**src/rtl/afk_pkg.sv**
```systemverilog
// Shared constants, register indexes and the sine polynomial for the kinematics pipeline.
package afk_pkg;
  localparam int OUT_BITS = 27;
  localparam int REG_IDX_BITS = 3;
  localparam int TRIG_BITS = 17;

  typedef enum logic [REG_IDX_BITS-1:0] {
    REG_BASE_HEIGHT = 3'd0,
    REG_SHOULDER_D  = 3'd1,
    REG_ELBOW_D     = 3'd2,
    REG_UPPER_ARM   = 3'd3,
    REG_FOREARM     = 3'd4,
    REG_SHLD_BIAS   = 3'd5
  } reg_idx_t;

  localparam logic [16:0] SIN_A = 17'd51472;
  localparam logic [16:0] SIN_B = 17'd21024;
  localparam logic [16:0] SIN_C = 17'd2320;
  localparam logic [14:0] HALF_Q15 = 15'd16384;

  // Folded Q15 fraction (0..32768) from the top 17 phase bits.
  function automatic logic [15:0] fold_frac(input logic [16:0] ph);
    logic [15:0] x;
    x = {1'b0, ph[14:0]};
    if (ph[15]) x = 16'd32768 - x;
    return x;
  endfunction

  // Sign and clamp of the sine magnitude (Q15), giving a signed 17-bit value.
  function automatic logic signed [16:0] sine_sign(input logic [16:0] mag, input logic neg);
    logic [15:0] m;
    m = (mag > 17'd32767) ? 16'd32767 : mag[15:0];
    return neg ? -$signed({1'b0, m}) : $signed({1'b0, m});
  endfunction
endpackage

```
**src/rtl/afk_sine.sv**
```systemverilog
// Pipelined sine polynomial: four multiply stages, one phase in per cycle while en is high.
module afk_sine (
  input  logic               clk,
  input  logic               en,
  input  logic [16:0]        phase,
  output logic signed [16:0] sine
);
  import afk_pkg::*;

  logic [15:0] x0, x1, x2r, x3;
  logic [1:0]  q0, q1, q2, q3;
  logic [16:0] sq1, sq2, t1, t2;
  logic [33:0] p_sq, p_c, p_t, p_s;

  assign p_sq = {18'd0, x0} * {18'd0, x0};
  assign p_c  = {17'd0, sq1} * {17'd0, SIN_C};
  assign p_t  = {17'd0, sq2} * {17'd0, t1};
  assign p_s  = {18'd0, x3} * {17'd0, t2};

  always_ff @(posedge clk) begin
    if (en) begin
      x0  <= fold_frac(phase);
      q0  <= phase[16:15];
      sq1 <= 17'((p_sq + 34'(HALF_Q15)) >> 15);
      x1  <= x0;
      q1  <= q0;
      t1  <= SIN_B - 17'((p_c + 34'(HALF_Q15)) >> 15);
      sq2 <= sq1;
      x2r <= x1;
      q2  <= q1;
      t2  <= SIN_A - 17'((p_t + 34'(HALF_Q15)) >> 15);
      x3  <= x2r;
      q3  <= q2;
      sine <= sine_sign(17'((p_s + 34'(HALF_Q15)) >> 15), q3[1]);
    end
  end
endmodule

```
**config.mk**
```make
export PLATFORM = sky130hd
export DESIGN_NAME = afk_sine
export DESIGN_NICKNAME = d
export VERILOG_FILES = /design/src/rtl/afk_pkg.sv /design/src/rtl/afk_sine.sv
export SDC_FILE = /design/constraint.sdc
export NUM_CORES = 2
export LEC_CHECK = 0
export BUFFER_PORTS_ARGS = -buffer_cell sky130_fd_sc_hd__buf_4
export CAP_MARGIN = 10
export CORE_ASPECT_RATIO = 1.5
export CORE_UTILIZATION = 61
export DETAILED_ROUTE_END_ITERATION = 8
export PLACE_DENSITY = 0.81
export SETUP_SLACK_MARGIN = 0.3
export SYNTH_ARGS = -nofsm -noshare
export SYNTH_HDL_FRONTEND = slang
export SYNTH_SLANG_ARGS = --single-unit
```
**constraint.sdc**
```tcl
create_clock -name clk -period 8.73 [get_ports clk]
set_input_delay 0.873 -clock clk [delete_from_list [all_inputs] [get_ports clk]]
set_output_delay 0.873 -clock clk [all_outputs]
set_load 0.05 [all_outputs]
```
==> Word level (Yosys, flattened, before mapping) <==
Cells that the tools add are included.
{ "op_classes": {"n_mul": 4, "order_cmp": 1, "addsub": 8, "muxes": 3} }
{ "op_table": {"columns": ["operator", "count"], "rows": [
  ["adder 32 x 15 -> 32 bit (second input constant)", 3],
  ["multiplier 16 x 16 -> 32 bit", 1],
  ["multiplier 16 x 17 -> 32 bit", 1],
  ["multiplier 17 x 17 -> 32 bit", 1],
  ["2-to-1 mux 16 bit", 2],
  ["adder 29 x 15 -> 30 bit (second input constant)", 1],
  ["multiplier 17 x 8 -> 25 bit (second input constant)", 1],
  ["> comparator 17 x 15 -> 1 bit (second input constant)", 1],
  ["negation 16 -> 17 bit", 1],
  ["subtractor 16 x 17 -> 17 bit (first input constant)", 1],
  ["subtractor 15 x 15 -> 16 bit (first input constant)", 1],
  ["subtractor 16 x 15 -> 16 bit (first input constant)", 1],
  ["2-to-1 mux 15 bit", 1]
]} }
{ "word_totals": {"regBits": 157} }

==> Depth between registers and ports, before layout <==
{ "depth": {"depth_word": 6, "ltp_mapped": 39, "depth_no_buf": 36} }

==> Worst setup path before layout <==
Ideal clock, no wire load.
{ "synth_path": {"path_kind": "reg-to-reg", "from": "register x3[9]", "to": "register sine[14], data pin", "n_path_buf": 3, "setup_slack_ns": 0.322, "period_less_slack_ns": 8.408, "setup_time_ns": 0.146, "path_stages_with_launch": 36, "required_time_ns": 8.584, "t_arrival_ns": 8.262, "cell_sequence": "edfxtp_1 -> clkbuf_1 -> clkbuf_1 -> nand2_1 -> fa_1 -> inv_1 -> fa_1 -> inv_1 -> fa_1 -> inv_1 -> fa_1 -> fa_1 -> inv_1 -> fa_1 -> inv_1 -> ha_1 -> nand2_1 -> a21oi_1 -> o41ai_1 -> a211oi_1 -> nor2_1 -> o31ai_1 -> mux2i_1 -> clkbuf_1 -> or2_2 -> inv_1 -> ha_1 -> or4b_1 -> mux2_2 -> nand2_1 -> nand3_1 -> or3_1 -> nor3_1 -> nand4b_1 -> a21o_1 -> a21oi_1"} }
{ "synth_between": {"elab_chain_len": 6} }
{ "synth_rtl": {"columns": ["element", "line_no", "source"], "rows": [
  ["from (decl)", "afk_sine.sv:10", "logic [15:0] x0, x1, x2r, x3;"],
  ["from (signal assigned)", "afk_sine.sv:32", "x3 <= x2r;"],
  ["multiplier 16 x 17 -> 32 bit *", "afk_sine.sv:18", "assign p_s = {18'd0, x3} * {17'd0, t2};"],
  ["adder 32 x 15 -> 32 bit *", "afk_sine.sv:34", "sine <= sine_sign(17'((p_s + 34'(HALF_Q15)) >> 15), q3[1]);"],
  ["> comparator 17 x 15 -> 1 bit", "afk_pkg.sv:32", "m = (mag > 17'd32767) ? 16'd32767 : mag[15:0];"],
  ["2-to-1 mux 16 bit *", "afk_pkg.sv:32", null],
  ["negation 16 -> 17 bit", "afk_pkg.sv:33", "return neg ? -$signed({1'b0, m}) : $signed({1'b0, m});"],
  ["2-to-1 mux 16 bit *", "afk_pkg.sv:33", null],
  ["to (signal assigned)", "afk_sine.sv:34", null],
  ["to (decl)", "afk_sine.sv:6", "output logic signed [16:0] sine"]
]} }
Every way passes the cells marked *; elsewhere a longest branch is shown, timed or not.
A chain may end at the register's enable or synchronous reset.

==> Final worst setup path <==
{ "layout_path": {"from": "register x3[10]", "to": "register sine[14], data pin"} }
Same word-level chain as after synthesis.

==> impl_results.md <==
* Post-DR vias/cell at approximately 5.6
* CP max FO at 12
* Number of remaining DRC errors at 0
* Netlist cell types at 81
* CTS tree: built
* Clock root buffer: clkbuf_16
* Crit path launch type: flop
* Seq/Total Area, Yosys at around 14%
* Setup Slack @ Placement at -53.3 ps
* Vias in the first global route at 25476
* Data arrival, critical path at 8470 ps
* #FFs+latches synth at 152
* First-pass GRT wire length at around 120000 µm
* Die W at 191 µm
* Slew @ Worst Pin at 853 ps
* Fraction of layout cells with a size suffix above 1 at 5.57%
* Final max-slew violation count at 0
* Reg2reg setup slack at around 470 ps
* Max cap viols at 0
* Cell taking the most area after synthesis: fa_1
* Commonest cells after routing, fill and taps aside: 819 x inv_1, 602 x fa_1, 380 x ha_1, 350 x nand2_1, 349 x and2_1
* Filler-free cell count of the finished design at 4114
* Hold depth at 0
* Setup crit end kind: flop
* Vias after detailed routing at 22878
* Fillers at approximately 4000
* N_diodes at 0
* Post-synthesis cell count at 3398
* Layout Area Growth over Synthesis at 6.41%
* Post-detail-place hpwl at roughly 57000 µm
* Slew headroom at about 43%
* Worst Hold Class: reg2reg
* Clock Latency Late Sink at between 400 and 500 ps
* Clk buf depth at 2
* WL/cell at 17.1 µm
* Post-Syn Nets at 4404
* Post-Syn Area at approximately 0.033 mm²
* Antenna violations before repair at 0
* Final Cycle Share at about 95%
* Final setup vio count at 0
* R2R Path End: sine[14]
* Starting density of the core at approximately 62%
* Hold Buf Count CTS at 0
* Leading post-synthesis cells by cell area: fa_1 37%, ha_1 15%, edfxtp_1 14%, inv_1 9.4%, and2_1 6.7%
* Die height at 286 µm
* Port bufs at 35
* Grt ovf at 0
* WS Path Type: reg2reg
* H-tree Lvls at 4
* Most common cell after layout, fill and taps aside: inv_1
* Slowest cell on the critical path: fa_1
* Routed WL at 70200 µm
* Post-synth EDFFs at 152
* Global placer's final weighted congestion at roughly 0.92
* Final hold slack at 415 ps
* Asr flop ratio synth at 0%
* Main flop type after synthesis: edfxtp_1
* Critical Path RT at 8940 ps
* Max Clock Freq at between 100 and 150 MHz
* CP max stage delay at roughly 540 ps
* TritonRoute pass-1 iters at 7
* I/O Pins at 36
* Cells after DPL at 4048
* Post-Syn Area per Cell at 9.63 µm²
* TritonCTS Buffers at 17
* Final Hold Violating Endpoints at 0
* Clock Sink Count at 152
* Hold Path End: x3[14]
* Ys Warns at 0
* Tmin final at 8260 ps
* Yosys top cell area share at between 30% and 40%
* CP Launch Point: x3[10]
* CTS clk-pin slew, worst paths at 70 ps
* CORE AREA at 0.0528 mm²
* Rows at between 100 and 150
* GRT Util Overall at 27.3%
* Post-layout net count at ~4400
* Hold path start: x2r[14]
* Largest net degree at the start of global routing at 86
* RSZ-0062 raised after global routing: no
* Setup WS post-layout at roughly 470 ps
* Worst r2r path cells at 32
* Worst R2R Start: x3[10]
* Util after Layout at 65.9%
* Status: finished, final reports clean
* Initial DRC count at 1084
* Die Area at 0.0546 mm²
* Skew final at 13.9 ps
* Antenna viol nets, final at 0
## synth_stat cells, types with 3 or more instances
master / number
a211oi_1: 12
a21oi_1: 56
and3_1: 12
nand4b_1: 4
o21a_1: 25
or3_1: 12
and2_1: 349
a311oi_1: 4
edfxtp_1: 152
o21bai_1: 6
nor3_1: 27
nor2b_1: 17
clkbuf_1: 104
mux2_2: 3
a2111oi_0: 3
nand3b_1: 7
a31oi_1: 7
or2_2: 13
inv_1: 820
fa_1: 603
nor2_1: 88
o41ai_1: 3
nand3_1: 20
nand2_1: 351
o31a_1: 3
nand2b_1: 11
o31ai_1: 5
and4_1: 4
xnor2_1: 89
a21o_1: 36
o211ai_1: 5
o22ai_1: 3
mux2i_1: 5
nor4_1: 5
o21ai_0: 32
nand4_1: 13
xor2_1: 40
o21ai_1: 6
a211o_1: 6
ha_1: 384
## cell families (layout without fill, tap and decap cells)
family,count (synthesis),after routing,synth area share [%]
AO/OA/AOI/OAI,246,246,5.24
XOR/XNOR,130,130,3.50
adder cells (fa/ha/maj),987,987,51.6
buffers and inverters,927,961,10.7
flip-flops,152,152,13.9
multiplexers,8,8,0.256
AND/OR/NAND/NOR,948,948,14.8
## layer usage
metal | share of wire (%) | GRT usage, %
met1 | 35 | 28.6
met2 | 56 | 52.0
met3 | 4.0 | 2.82
met4 | 5.5 | 15.5
met5 | 0 | 0
## registers in the layout, indices dropped and copies added (netlist names)
| name | flops |
|---|---|
| q3 | 1 |
| q2 | 1 |
| q1 | 1 |
| sq2 | 17 |
| x2r | 16 |
| t2 | 17 |
| x3 | 16 |
| q0 | 1 |
| x1 | 16 |
| sine | 17 |
| t1 | 16 |
| sq1 | 17 |
| x0 | 16 |
## worst max-delay path by stage
stage	end	slack [ps]	cells after the start
3_3_place_gp	sine[14]	160	30
2_1_floorplan	sine[14]	320	35
3_5_place_dp	sine[14]	-50	30
5_1_grt	sine[14]	220	31
4_1_cts	sine[14]	300	34
6_report	sine[14]	470	32
## cell type report
cell class	count	area, µm²	share of cell area [%]
multi-input cells	2319	24800	71.3
flip-flops and latches	152	4560	13.1
inverters	820	3080	8.84
repair buffers	109	901	2.59
well taps	682	853	2.45
clock buffers	17	425	1.22
clock inverters	15	188	0.539
## timing repair
action                                  CTS  global route
pin swaps                                 0             9
gates resized for setup                   3            27
hold endpoints to repair                  0             0
cloned                                    0             1
endpoints found under the setup margin    4             5
buffers inserted                         21            12
## per-stage QoR
step           area [µm²]  setup TNS [ps]
5_1_grt             34800               0
2_1_floorplan       32700               0
3_3_place_gp        33700               0
3_5_place_dp        33700           -53.3
4_1_cts             34600               0
6_report            34800               0
## worst max-delay path: cells and delay by family, from the launching register on
family / cells / cell delay (ps)
buffers and inverters: 6 / 520
muxes: 2 / 470
adders and majority gates: 8 / 3230
and+or+nand+nor: 9 / 1990
AOI/OAI and AO/OA: 7 / 1290
DFF: 1 / 500
Power is not shown: default switching activity piles up to over one toggle a cycle in this logic, so the estimate is an artifact.
