[config.mk]
export PLATFORM = sky130hd
export DESIGN_NAME = afk_round
export DESIGN_NICKNAME = d
export VERILOG_FILES = /design/src/rtl/afk_round.sv
export SDC_FILE = /design/constraint.sdc
export NUM_CORES = 1
export LEC_CHECK = 0
export BUFFER_PORTS_ARGS = -buffer_cell sky130_fd_sc_hd__buf_2
export CORE_ASPECT_RATIO = 1.2
export CORE_MARGIN = 2
export CORE_UTILIZATION = 40
export DETAILED_ROUTE_END_ITERATION = 8
export SETUP_SLACK_MARGIN = 0.3
export SYNTH_ARGS = -nofsm -noshare
export SYNTH_HDL_FRONTEND = slang
export SYNTH_SLANG_ARGS = --single-unit
[constraint.sdc]
create_clock -name vclk -period 30.9
set_clock_uncertainty 0.1 [all_clocks]
set_input_delay 6.18 -clock vclk [all_inputs]
set_output_delay 6.18 -clock vclk [all_outputs]
set_load 0.03 [all_outputs]
[src/rtl/afk_round.sv]
// Round-to-nearest (ties away) shift of a signed value, with saturation.
module afk_round #(
  parameter int IN_W  = 64,
  parameter int OUT_W = 27,
  parameter int SHIFT = 15
) (
  input  logic signed [IN_W-1:0]  din,
  output logic signed [OUT_W-1:0] dout
);
  logic [IN_W-1:0] mag, rnd;
  logic signed [IN_W-1:0] v;
  localparam logic signed [IN_W-1:0] HI = (IN_W)'((64'sd1 <<< (OUT_W-1)) - 1);
  localparam logic signed [IN_W-1:0] LO = -HI - 1;

  always_comb begin
    mag = din[IN_W-1] ? -din : din;
    rnd = (mag + (IN_W)'(64'd1 << (SHIFT-1))) >> SHIFT;
    v = din[IN_W-1] ? -$signed(rnd) : $signed(rnd);
    if (v > HI) dout = HI[OUT_W-1:0];
    else if (v < LO) dout = LO[OUT_W-1:0];
    else dout = v[OUT_W-1:0];
  end
endmodule

* Word-level counts from Yosys, hierarchy flattened
Index checks and enable logic that the tools add are counted.
** Word-level totals
- Register bits after elaboration :: 0
- Input port bits :: 64
- Output and inout bits :: 27
- Word-level logic and storage cells :: 9
** Operators by class
- Add/sub/neg operators :: 3
- $lt $le $gt $ge :: 2
- Muxes and demuxes :: 4
** Operators with widths (count)
- $mux W64 :: 2
- $add A64 B15 Y64 const B :: 1
- $gt A64 B27 Y1 const B :: 1
- $lt A64 B27 Y1 const B :: 1
- $neg A49 Y64 :: 1
- $neg A64 Y64 :: 1
- $mux W27 :: 2

* Longest topological paths before layout
Gate-level depths: netlist of the first run.
- Depth in word-level cells :: 8
- Gate-level depth with buffers :: 30
- Gate-level depth less buffers :: 21

* Worst setup path before layout of the first run
OpenSTA, ideal clock, no wires.
- Path kind :: input port to output port
- Start :: input port din[63]
- End :: output port dout[0]
- Data arrival time :: 13.623 ns
- Setup slack :: 10.997 ns
- Cell stages on the path :: 29
- Path through :: buf_2 clkbuf_1 buf_2 clkbuf_1 clkbuf_1 buf_1 clkbuf_1 clkbuf_1 buf_1 o21ai_0 xnor2_1 ha_1 and3_1 a32o_1 o22ai_1 nor4_1 xnor2_2 o221ai_1 nor4_2 nand3_2 or4b_1 buf_4 o41ai_4 xnor2_1 o2111ai_1 nor4_1 a21oi_1 buf_4 o21ai_1
** On the way
- Cells in the longest elaborated chain, start to end :: 8
- Elaborated cells between the ends (all ways) :: 9
** Ends and longest elaborated chain
- start: declaration :: RTL line 7 : input logic signed [IN_W-1:0] din,
- $neg A64 Y64 :: RTL line 16 : mag = din[IN_W-1] ? -din : din;
- $mux W64 :: RTL line 16
- $add A64 B15 Y64 :: RTL line 17 : rnd = (mag + (IN_W)'(64'd1 << (SHIFT-1))) >> SHIFT;
- $neg A49 Y64 :: RTL line 18 : v = din[IN_W-1] ? -$signed(rnd) : $signed(rnd);
- $mux W64 (*) :: RTL line 18
- $lt A64 B27 Y1 :: RTL line 20 : else if (v < LO) dout = LO[OUT_W-1:0];
- $mux W27 :: RTL line 20
- $mux W27 (*) :: RTL line 19 : if (v > HI) dout = HI[OUT_W-1:0];
- end: declaration :: RTL line 8 : output logic signed [OUT_W-1:0] dout
Every way passes the cells marked *; elsewhere a longest branch is shown, timed or not.

* Worst setup path after layout of the first run
- Start :: input port din[4]
- End :: output port dout[2]
** On the way
- Cells in the longest elaborated chain, start to end :: 8
- Elaborated cells between the ends (all ways) :: 9
** Ends and longest elaborated chain (RTL line)
- $neg A64 Y64 :: 16
- $mux W64 (*) :: 16
- $add A64 B15 Y64 (*) :: 17
- $neg A49 Y64 :: 18
- $mux W64 (*) :: 18
- $lt A64 B27 Y1 :: 20
- $mux W27 :: 20
- $mux W27 (*) :: 19
Marked as above.

==> impl_metrics.py, run 1 <==
metrics = {
    "placement": {
        "dp_hpwl_um": 13800,
        "postPlaceCellArea_mm2": 0.00571,
        "pre_cts_ws_ps": 10500,
        "place_congestion": 0.931,
        "port_buffers": 91,
    },
    "global_routing": {
        "antenna_found_initial": 0,
        "grt_usage_pct": 25.0,
        "grt_pass1_vias": 5918,
        "grt_max_degree": 87,
        "grt_pass1_wl_um": 29400,
        "overflow": 0,
    },
    "yosys": {
        "synth_common_cells": "xnor2_1 (70), nor2_1 (54), xor2_1 (54)",
        "synthDistinctLibCells": 92,
        "yosys-top-cells-area": "xnor2_1 (12%), xor2_1 (9.0%), nor2_1 (3.9%)",
        "synthesis.area_mm2": 0.00526,
        "yosys.area.top_type": "xnor2_1",
        "synthCells": 769,
        "yosysMostFrequentCell": "xnor2_1",
        "seq_area_frac_synth_pct": 0,
        "syn_nets": 835,
        "yosysWarnings": 0,
        "synth.avg_cell_area_um2": 6.84,
        "synth_top_cell_area_share_pct": 11.7,
    },
    "hold_path": {
        "hold_start": "din[21]",
        "hp-class": "input port to output port",
    },
    "power_and_ir_drop": {
        "leakage_uw": 0.00178,
        "finalPower_uw": 86.1,
        "ir_drop_mv": 0.0104,
        "pwr_density_cell_mw_per_mm2": 15.1,
    },
    "critical_path": {
        "crit_family": "simple AND/OR/NAND/NOR gates",
        "arrival_ps": 14260,
        "crit_path_max_fanout": 26,
        "cp_cell_sequence": "buf_2 > or4_1 > nor3_4 > nand2_1 > o21ai_0 > xnor2_1 > ha_1 > and3_1 > a32o_1 > o22ai_1 > nor4_1 > xnor2_1 > or4_1 > nor3_1 > nand3_1 > or4b_1 > o41ai_1 > xor2_1 > or3_1 > nor4_1 > a21oi_4 > o21ai_1 > buf_2",
        "worstPathRequired_ps": 24620,
        "worstSetupStartpoint": "din[4]",
        "worstSetupEndpointType": "output port",
        "worst_path_max_delay_cell": "a21oi_4",
        "cp-start-kind": "input port",
        "cpPeakStageDelay_ps": 910,
        "path_buf_inv": 2,
        "worst-setup-path-type": "input port to output port",
    },
    "clock_network": {
        "cts_resized": 0,
        "post_cts_buffers": 0,
        "holdBufCountCts": 0,
    },
    "timing": {
        "hold_viol": 0,
        "setup_tns_ps": 0,
        "period_share_pct": 66.5,
        "setup_viol": 0,
        "slew_headroom_pct": 18.6,
        "clock.fmax_mhz": 48.7,
        "drv_slew": 0,
        "post-route-min-period_ps": 20540,
        "holdWs_ps": 12860,
        "rsz0062_at_grt": "no",
        "worst_slew_pin_slew_ps": 1220,
        "setup_slack_ps": 10360,
    },
    "drt": {
        "dr_total_vias": 6284,
        "drtAntennaViolNets": 0,
        "drt_iter0_drc": 528,
        "drc": 0,
        "viasPerCell": 6.43,
        "wl_per_cell_um": 18.3,
        "dr.pass1.iters": 5,
        "finalWirelength_um": 17900,
    },
    "floorplanning": {
        "die_y_um": 130,
        "die-area_mm2": 0.0141,
        "start_util_pct": 41.4,
        "boundaryPins": 91,
        "core_area_mm2": 0.0127,
        "die_x_um": 109,
        "row_count": 45,
    },
    "final_layout": {
        "nFlopsAndLatches": 0,
        "n_clock_buffer": 0,
        "final_cell_area_mm2": 0.00571,
        "area_delta_synth_final_pct": 8.58,
        "drive_gt1_share_pct": 19.2,
        "antenna_cells": 0,
        "fillers": 1411,
        "nets": 882,
        "register_area_um2": 0,
    },
    "flow_run": {
        "max-cap-violations": 0,
    },
    "status": {
        "status": "completed",
    },
}
==> metrics by stage <==
stage	instances	utilization [%]
final	978	44.9
after global routing	978	44.9
after CTS	978	44.9
after detailed placement	978	44.9
after global placement	978	44.9
after floorplan	769	-
==> final cells by class <==
cell class | instances | area (um2) | share of cell area [%]
Inverter | 12 | 45.0 | 0.788
Multi-Input combinational cell | 707 | 4980 | 87.1
Tap cell | 164 | 205 | 3.59
Timing Repair Buffer | 95 | 485 | 8.50
==> power by group <==
part	total, uW	switching [uW]	internal (uW)
sequential	0	0	0
clock	0	0	0
combinational	86.1	55.3	30.8
total	86.1	55.3	30.8
==> layer usage <==
layer  GRT usage [%]  vias up  part of all wire, %
met1            33.3     2961                   44
met2            45.3      217                   51
met5               0        -                    0
met3           0.302       27                  4.5
met4            4.60        0                  1.5
li1                -     3079                    -
==> cell families after synthesis <==
logic type,count (synthesis),synth area share [%]
adders and majority gates,2,0.475
xor gates and xnor gates,126,21.3
buffers and inverters,62,5.61
muxes,8,1.52
and+or+nand+nor,343,37.1
AOI/OAI and AO/OA,228,34.0
==> worst min-delay path, cell delays in order <==
cell and delay [ps]:
buf_2 180, xor2_1 120, o21ai_2 100, buf_2 200
==> layout by cell type (no fill, tap or decap), types with 9 or more instances in the layout <==
cell	synthesis	final
o41ai_1	12	12
and3_1	14	14
or3_1	28	28
o21ai_0	30	30
nand2_1	51	51
or2_2	9	9
or4_1	21	21
o21ai_1	10	10
inv_1	12	12
nor2_1	54	54
o21ai_2	21	21
o31ai_1	24	24
a21oi_1	31	30
xnor2_1	70	70
nand4_1	16	16
nor3_1	35	35
nor4_1	24	24
nand3_1	32	32
buf_2	11	91
xor2_1	54	54
==> path summary, 6_finish.rpt <==
kind / slack, ps / end / depth (start not counted)
worst min-delay path: 12860 / dout[6] / 4
worst max-delay path: 10360 / dout[2] / 23
No activity file was read; power rests on OpenSTA's default activity.
==> run 2: changes to the inputs <==
ABC_AREA = 1   (was default)
clock period = 17.9 ns   (was 30.9 ns; I/O delays follow)
==> impl_metrics.py, run 2 <==
metrics = {
    "status": {
        "status": "completed",
    },
    "drt": {
        "drt_iter0_drc": 460,
        "wl_per_cell_um": 12.9,
        "finalWirelength_um": 24800,
        "dr_total_vias": 9415,
        "viasPerCell": 4.88,
        "dr.pass1.iters": 5,
        "drtAntennaViolNets": 0,
        "drc": 0,
    },
    "critical_path": {
        "path_common_cell": "nand2_1",
        "worstSetupEndpointType": "output port",
        "arrival_ps": 8420,
        "cp-start-kind": "input port",
        "cpPeakStageDelay_ps": 850,
        "crit_path_max_fanout": 101,
        "worst_path_max_delay_cell": "buf_4",
        "worst-setup-path-type": "input port to output port",
        "worstPathRequired_ps": 14220,
    },
    "timing": {
        "setup_tns_ps": 0,
        "rsz0062_at_grt": "no",
        "setup_viol": 0,
        "post-route-min-period_ps": 12100,
        "period_share_pct": 67.6,
        "slew_headroom_pct": 36.1,
        "drv_slew": 0,
        "setup_slack_ps": 5800,
        "holdWs_ps": 7830,
        "worst_slew_pin_slew_ps": 958,
        "clock.fmax_mhz": 82.6,
        "hold_viol": 0,
    },
    "hold_path": {
        "hold_depth": 7,
        "hp-class": "input port to output port",
    },
    "global_routing": {
        "grt_max_degree": 102,
        "grt_pass1_vias": 8686,
        "grt_pass1_wl_um": 41000,
        "overflow": 0,
        "antenna_found_initial": 0,
        "grt_usage_pct": 24.9,
    },
    "placement": {
        "dp_hpwl_um": 22000,
        "port_buffers": 91,
        "place_congestion": 0.946,
        "dp_cells": 1929,
        "pre_cts_ws_ps": 5790,
    },
    "yosys": {
        "synth_top_cell_area_share_pct": 32.4,
        "synthesis.area_mm2": 0.00755,
        "syn_nets": 1670,
        "synth.avg_cell_area_um2": 4.71,
        "synth_common_cells": "nand2_1 (652), nor2_1 (236), inv_1 (168)",
        "yosysWarnings": 0,
        "yosys.area.top_type": "nand2_1",
        "synthCells": 1604,
        "synthDistinctLibCells": 37,
        "seq_area_frac_synth_pct": 0,
        "yosys-top-cells-area": "nand2_1 (32%), nor2_1 (12%), nand3_1 (11%)",
        "yosysMostFrequentCell": "nand2_1",
    },
    "flow_run": {
        "max-cap-violations": 0,
    },
    "final_layout": {
        "nets": 1741,
        "n_clock_buffer": 0,
        "antenna_cells": 0,
        "fin_util_pct": 43.7,
        "fillers": 2284,
        "mostFrequentLayoutCell": "nand2_1",
        "area_delta_synth_final_pct": 8.31,
        "drive_gt1_share_pct": 20.5,
        "register_area_um2": 0,
        "nFlopsAndLatches": 0,
        "stdcell_count": 1929,
        "layout_common_cells": "nand2_1 (652), nor2_1 (236), inv_1 (168)",
    },
    "power_and_ir_drop": {
        "leakage_uw": 0.00444,
        "power.internal_uw": 50.6,
        "combPwrFrac_pct": 100.0,
        "p_clk_share_pct": 0,
        "switchingPower_uw": 122,
        "p_seq_share_pct": 0,
        "p_sw_share_pct": 70.6,
        "ir_drop_mv": 0.00942,
        "pwr_density_cell_mw_per_mm2": 21.1,
    },
    "clock_network": {
        "cts_resized": 0,
        "post_cts_buffers": 0,
        "holdBufCountCts": 0,
    },
    "floorplanning": {
        "die_x_um": 129,
        "die_y_um": 155,
        "row_count": 55,
        "die-area_mm2": 0.0200,
        "core_area_mm2": 0.0187,
        "start_util_pct": 40.4,
        "boundaryPins": 91,
    },
}
[run 2: changes by cell type in the layout (fill, tap and decap cells not counted), sizes merged, moves of 25 or more]
cell,before,now
nor2,55,319
o31ai,27,2
nand3,34,180
xor2,55,15
nor4,27,2
nor3,38,6
nand2,51,774
o21ai,61,20
inv,12,190
or3,29,0
a21oi,32,4
xnor2,71,10
[run 2: final timing paths]
path  startpoint       to  slack [ps]
max      din[63]  dout[2]        5800
min      din[15]  dout[0]        7830
[run 2: power by group through the flow]
stage	clock [uW]	combinational (uW)	sequential (uW)
after floorplan	0	129	0
after global placement	0	170	0
after detailed placement	0	171	0
after CTS	0	172	0
after global routing	0	194	0
final	0	172	0
[run 2: metrics by stage]
step                      instance area [um2]  total power, uW
after floorplan                          7550              129
after global placement                   8180              170
after detailed placement                 8180              171
after CTS                                8180              172
after global routing                     8180              194
final                                    8180              172
[run 2: area by class of cell]
cell class / instances / area [um2] / share of cell area (%)
well taps: 256 / 320 / 3.91
repair buffers: 92 / 465 / 5.69
inverters: 198 / 746 / 9.11
multi-input cells: 1383 / 6650 / 81.3
[run 2: metal layers]
metal | vias to the layer above | global-route usage, % | routed length [um]
met5 | - | 0 | 0
met4 | 0 | 6.14 | 770
li1 | 5074 | - | -
met3 | 42 | 0.242 | 904
met1 | 4072 | 33.0 | 11500
met2 | 227 | 44.5 | 11700
[run 2: kinds of logic (layout without fill, tap and decap cells)]
kind of cell / count (synthesis) / after routing / synth area share, %
and+or+nand+nor: 1328 / 1328 / 82.8
AOI/OAI and AO/OA: 28 / 28 / 2.04
adders and majority gates: 2 / 2 / 0.331
buffers and inverters: 221 / 290 / 12.0
xor gates and xnor gates: 25 / 25 / 2.90
[run 2: worst max-delay path: cells and delay by family]
kind	cells	cell delay (ps)
AND/OR/NAND/NOR	23	2720
buffers and inverters	4	1620
adder cells (fa/ha/maj)	2	460
==> run 3: changes to the inputs <==
ABC_AREA = 0   (was 1)
clock period = 9.75 ns   (was 17.9 ns; I/O delays follow)
==> impl_metrics.py, run 3 (synthesized netlist as in run 1, its figures left out) <==
metrics = {
    "drt": {
        "dr.pass1.iters": 5,
        "wl_per_cell_um": 19.1,
        "viasPerCell": 6.20,
        "drtAntennaViolNets": 0,
        "drc": 0,
        "dr_total_vias": 7104,
        "finalWirelength_um": 21800,
        "drt_iter0_drc": 323,
    },
    "final_layout": {
        "layout_common_cells": "buf_4 (162), xnor2_1 (66), buf_2 (63)",
        "nFlopsAndLatches": 0,
        "final_cell_area_mm2": 0.00789,
        "drive_gt1_share_pct": 39.9,
        "register_area_um2": 0,
        "fillers": 1168,
        "mostFrequentLayoutCell": "buf_4",
        "n_clock_buffer": 0,
        "multi_input_area_mm2": 0.00564,
        "area_delta_synth_final_pct": 50.0,
        "nets": 1049,
    },
    "critical_path": {
        "crit_end": "dout[16]",
        "worstPathRequired_ps": 7700,
        "worstSetupEndpointType": "output port",
        "cp-start-kind": "input port",
        "crit_path_max_fanout": 12,
        "worst-setup-path-type": "input port to output port",
        "arrival_ps": 7860,
        "worstSetupStartpoint": "din[3]",
    },
    "power_and_ir_drop": {
        "ir_drop_mv": 0.0308,
        "leakage_uw": 0.00287,
        "pwr_density_cell_mw_per_mm2": 48.3,
        "finalPower_uw": 382,
    },
    "status": {
        "status": "finished with violations",
        "violations": "setup timing",
    },
    "flow_run": {
        "max-cap-violations": 0,
    },
    "timing": {
        "period_share_pct": 102,
        "setup_viol": 26,
        "worst_slew_pin_slew_ps": 739,
        "clock.fmax_mhz": 101,
        "post-route-min-period_ps": 9910,
        "drv_slew": 0,
        "hold_viol": 0,
        "rsz0062_at_grt": "yes",
        "slew_headroom_pct": 50.3,
        "setup_slack_ps": -159,
    },
    "floorplanning": {
        "boundaryPins": 91,
        "core_area_mm2": 0.0127,
        "die_x_um": 109,
        "start_util_pct": 41.4,
        "die_y_um": 130,
        "die-area_mm2": 0.0141,
        "row_count": 45,
    },
    "placement": {
        "port_buffers": 91,
        "postPlaceCellArea_mm2": 0.00731,
        "place_congestion": 0.946,
        "pre_cts_ws_ps": -359,
        "dp_hpwl_um": 17200,
    },
    "clock_network": {
        "holdBufCountCts": 0,
    },
    "global_routing": {
        "grt_usage_pct": 30.2,
        "grt_pass1_wl_um": 34700,
        "overflow": 0,
        "grt_pass1_vias": 6981,
        "grt_max_degree": 48,
        "antenna_found_initial": 0,
    },
    "hold_path": {
        "hp-class": "input port to output port",
    },
}
==> run 3: changes by cell type in the layout (fill, tap and decap cells not counted), sizes merged, moves of 25 or more <==
cell	change
nand2	-723
nor2	-264
inv	-178
buf	+164
nand3	-146
xnor2	+61
o21ai	+41
xor2	+40
nor3	+32
or3	+30
a21oi	+28
nor4	+25
o31ai	+25
==> run 3: final cells by class <==
class                           count  share of cell area [%]
Antenna cell                        1                  0.0317
Inverter                           12                   0.571
Multi-Input combinational cell    708                    71.5
Tap cell                          164                    2.60
Timing Repair Buffer              261                    25.3
==> run 3: repair_timing <==
| item | in CTS | in global routing |
|---|---|---|
| gates cloned | 1 | 4 |
| resized for setup | 59 | 46 |
| endpoints found under the setup margin | 26 | 26 |
| pin swaps | 15 | 13 |
| setup buffers | 6 | 2 |
==> run 3: routing by layer <==
metal | part of all wire (%) | up-vias | track usage, %
li1 | - | 3412 | -
met1 | 40 | 3410 | 35.1
met2 | 51 | 218 | 57.2
met3 | 4.2 | 64 | 1.26
met4 | 4.8 | 0 | 12.4
met5 | 0 | - | 0
==> run 3: worst min-delay path by stage <==
stage,cells past startpoint,from,to
CTS,5,din[21],dout[6]
global placement,5,din[63],dout[2]
floorplan,3,din[20],dout[6]
detailed placement,5,din[63],dout[2]
finish,5,din[21],dout[6]
global route,5,din[21],dout[6]
==> run 3: power by group <==
group	switching, uW	internal, uW	leakage [uW]
registers	0	0	0
logic	220	162	0.00287
clock network	0	0.0000137	0.00000000634
==> run 3: critical path, stage by stage <==
cell       delay, ps
buf_6             90
or4_4            560
nor3_4           220
nand2_2          100
o21ai_2          120
xnor2_1          130
ha_2             250
and3_4           190
a32o_2           250
o22ai_4          130
buf_12           180
nor4_4           240
xnor2_2          110
or4_4            460
nor3_4           230
nand3_2          130
or4b_4           600
buf_4            200
o31a_1           300
o31ai_2          260
nand4_2          170
o41ai_4          310
buf_6            210
clkbuf_16        200
o21ai_4           60
clkbuf_4         180
==> run 3: stage by stage <==
stage / hold WS [ps] / setup TNS (ps) / util [%] / instances
after floorplan: 4210 / 0 / - / 769
after global placement: 4470 / -9720 / 57.4 / 1132
after detailed placement: 4480 / -8850 / 57.4 / 1132
after CTS: 4460 / -855 / 59.8 / 1139
after global routing: 4520 / -9180 / 62.0 / 1145
final: 4470 / -2970 / 62.0 / 1146
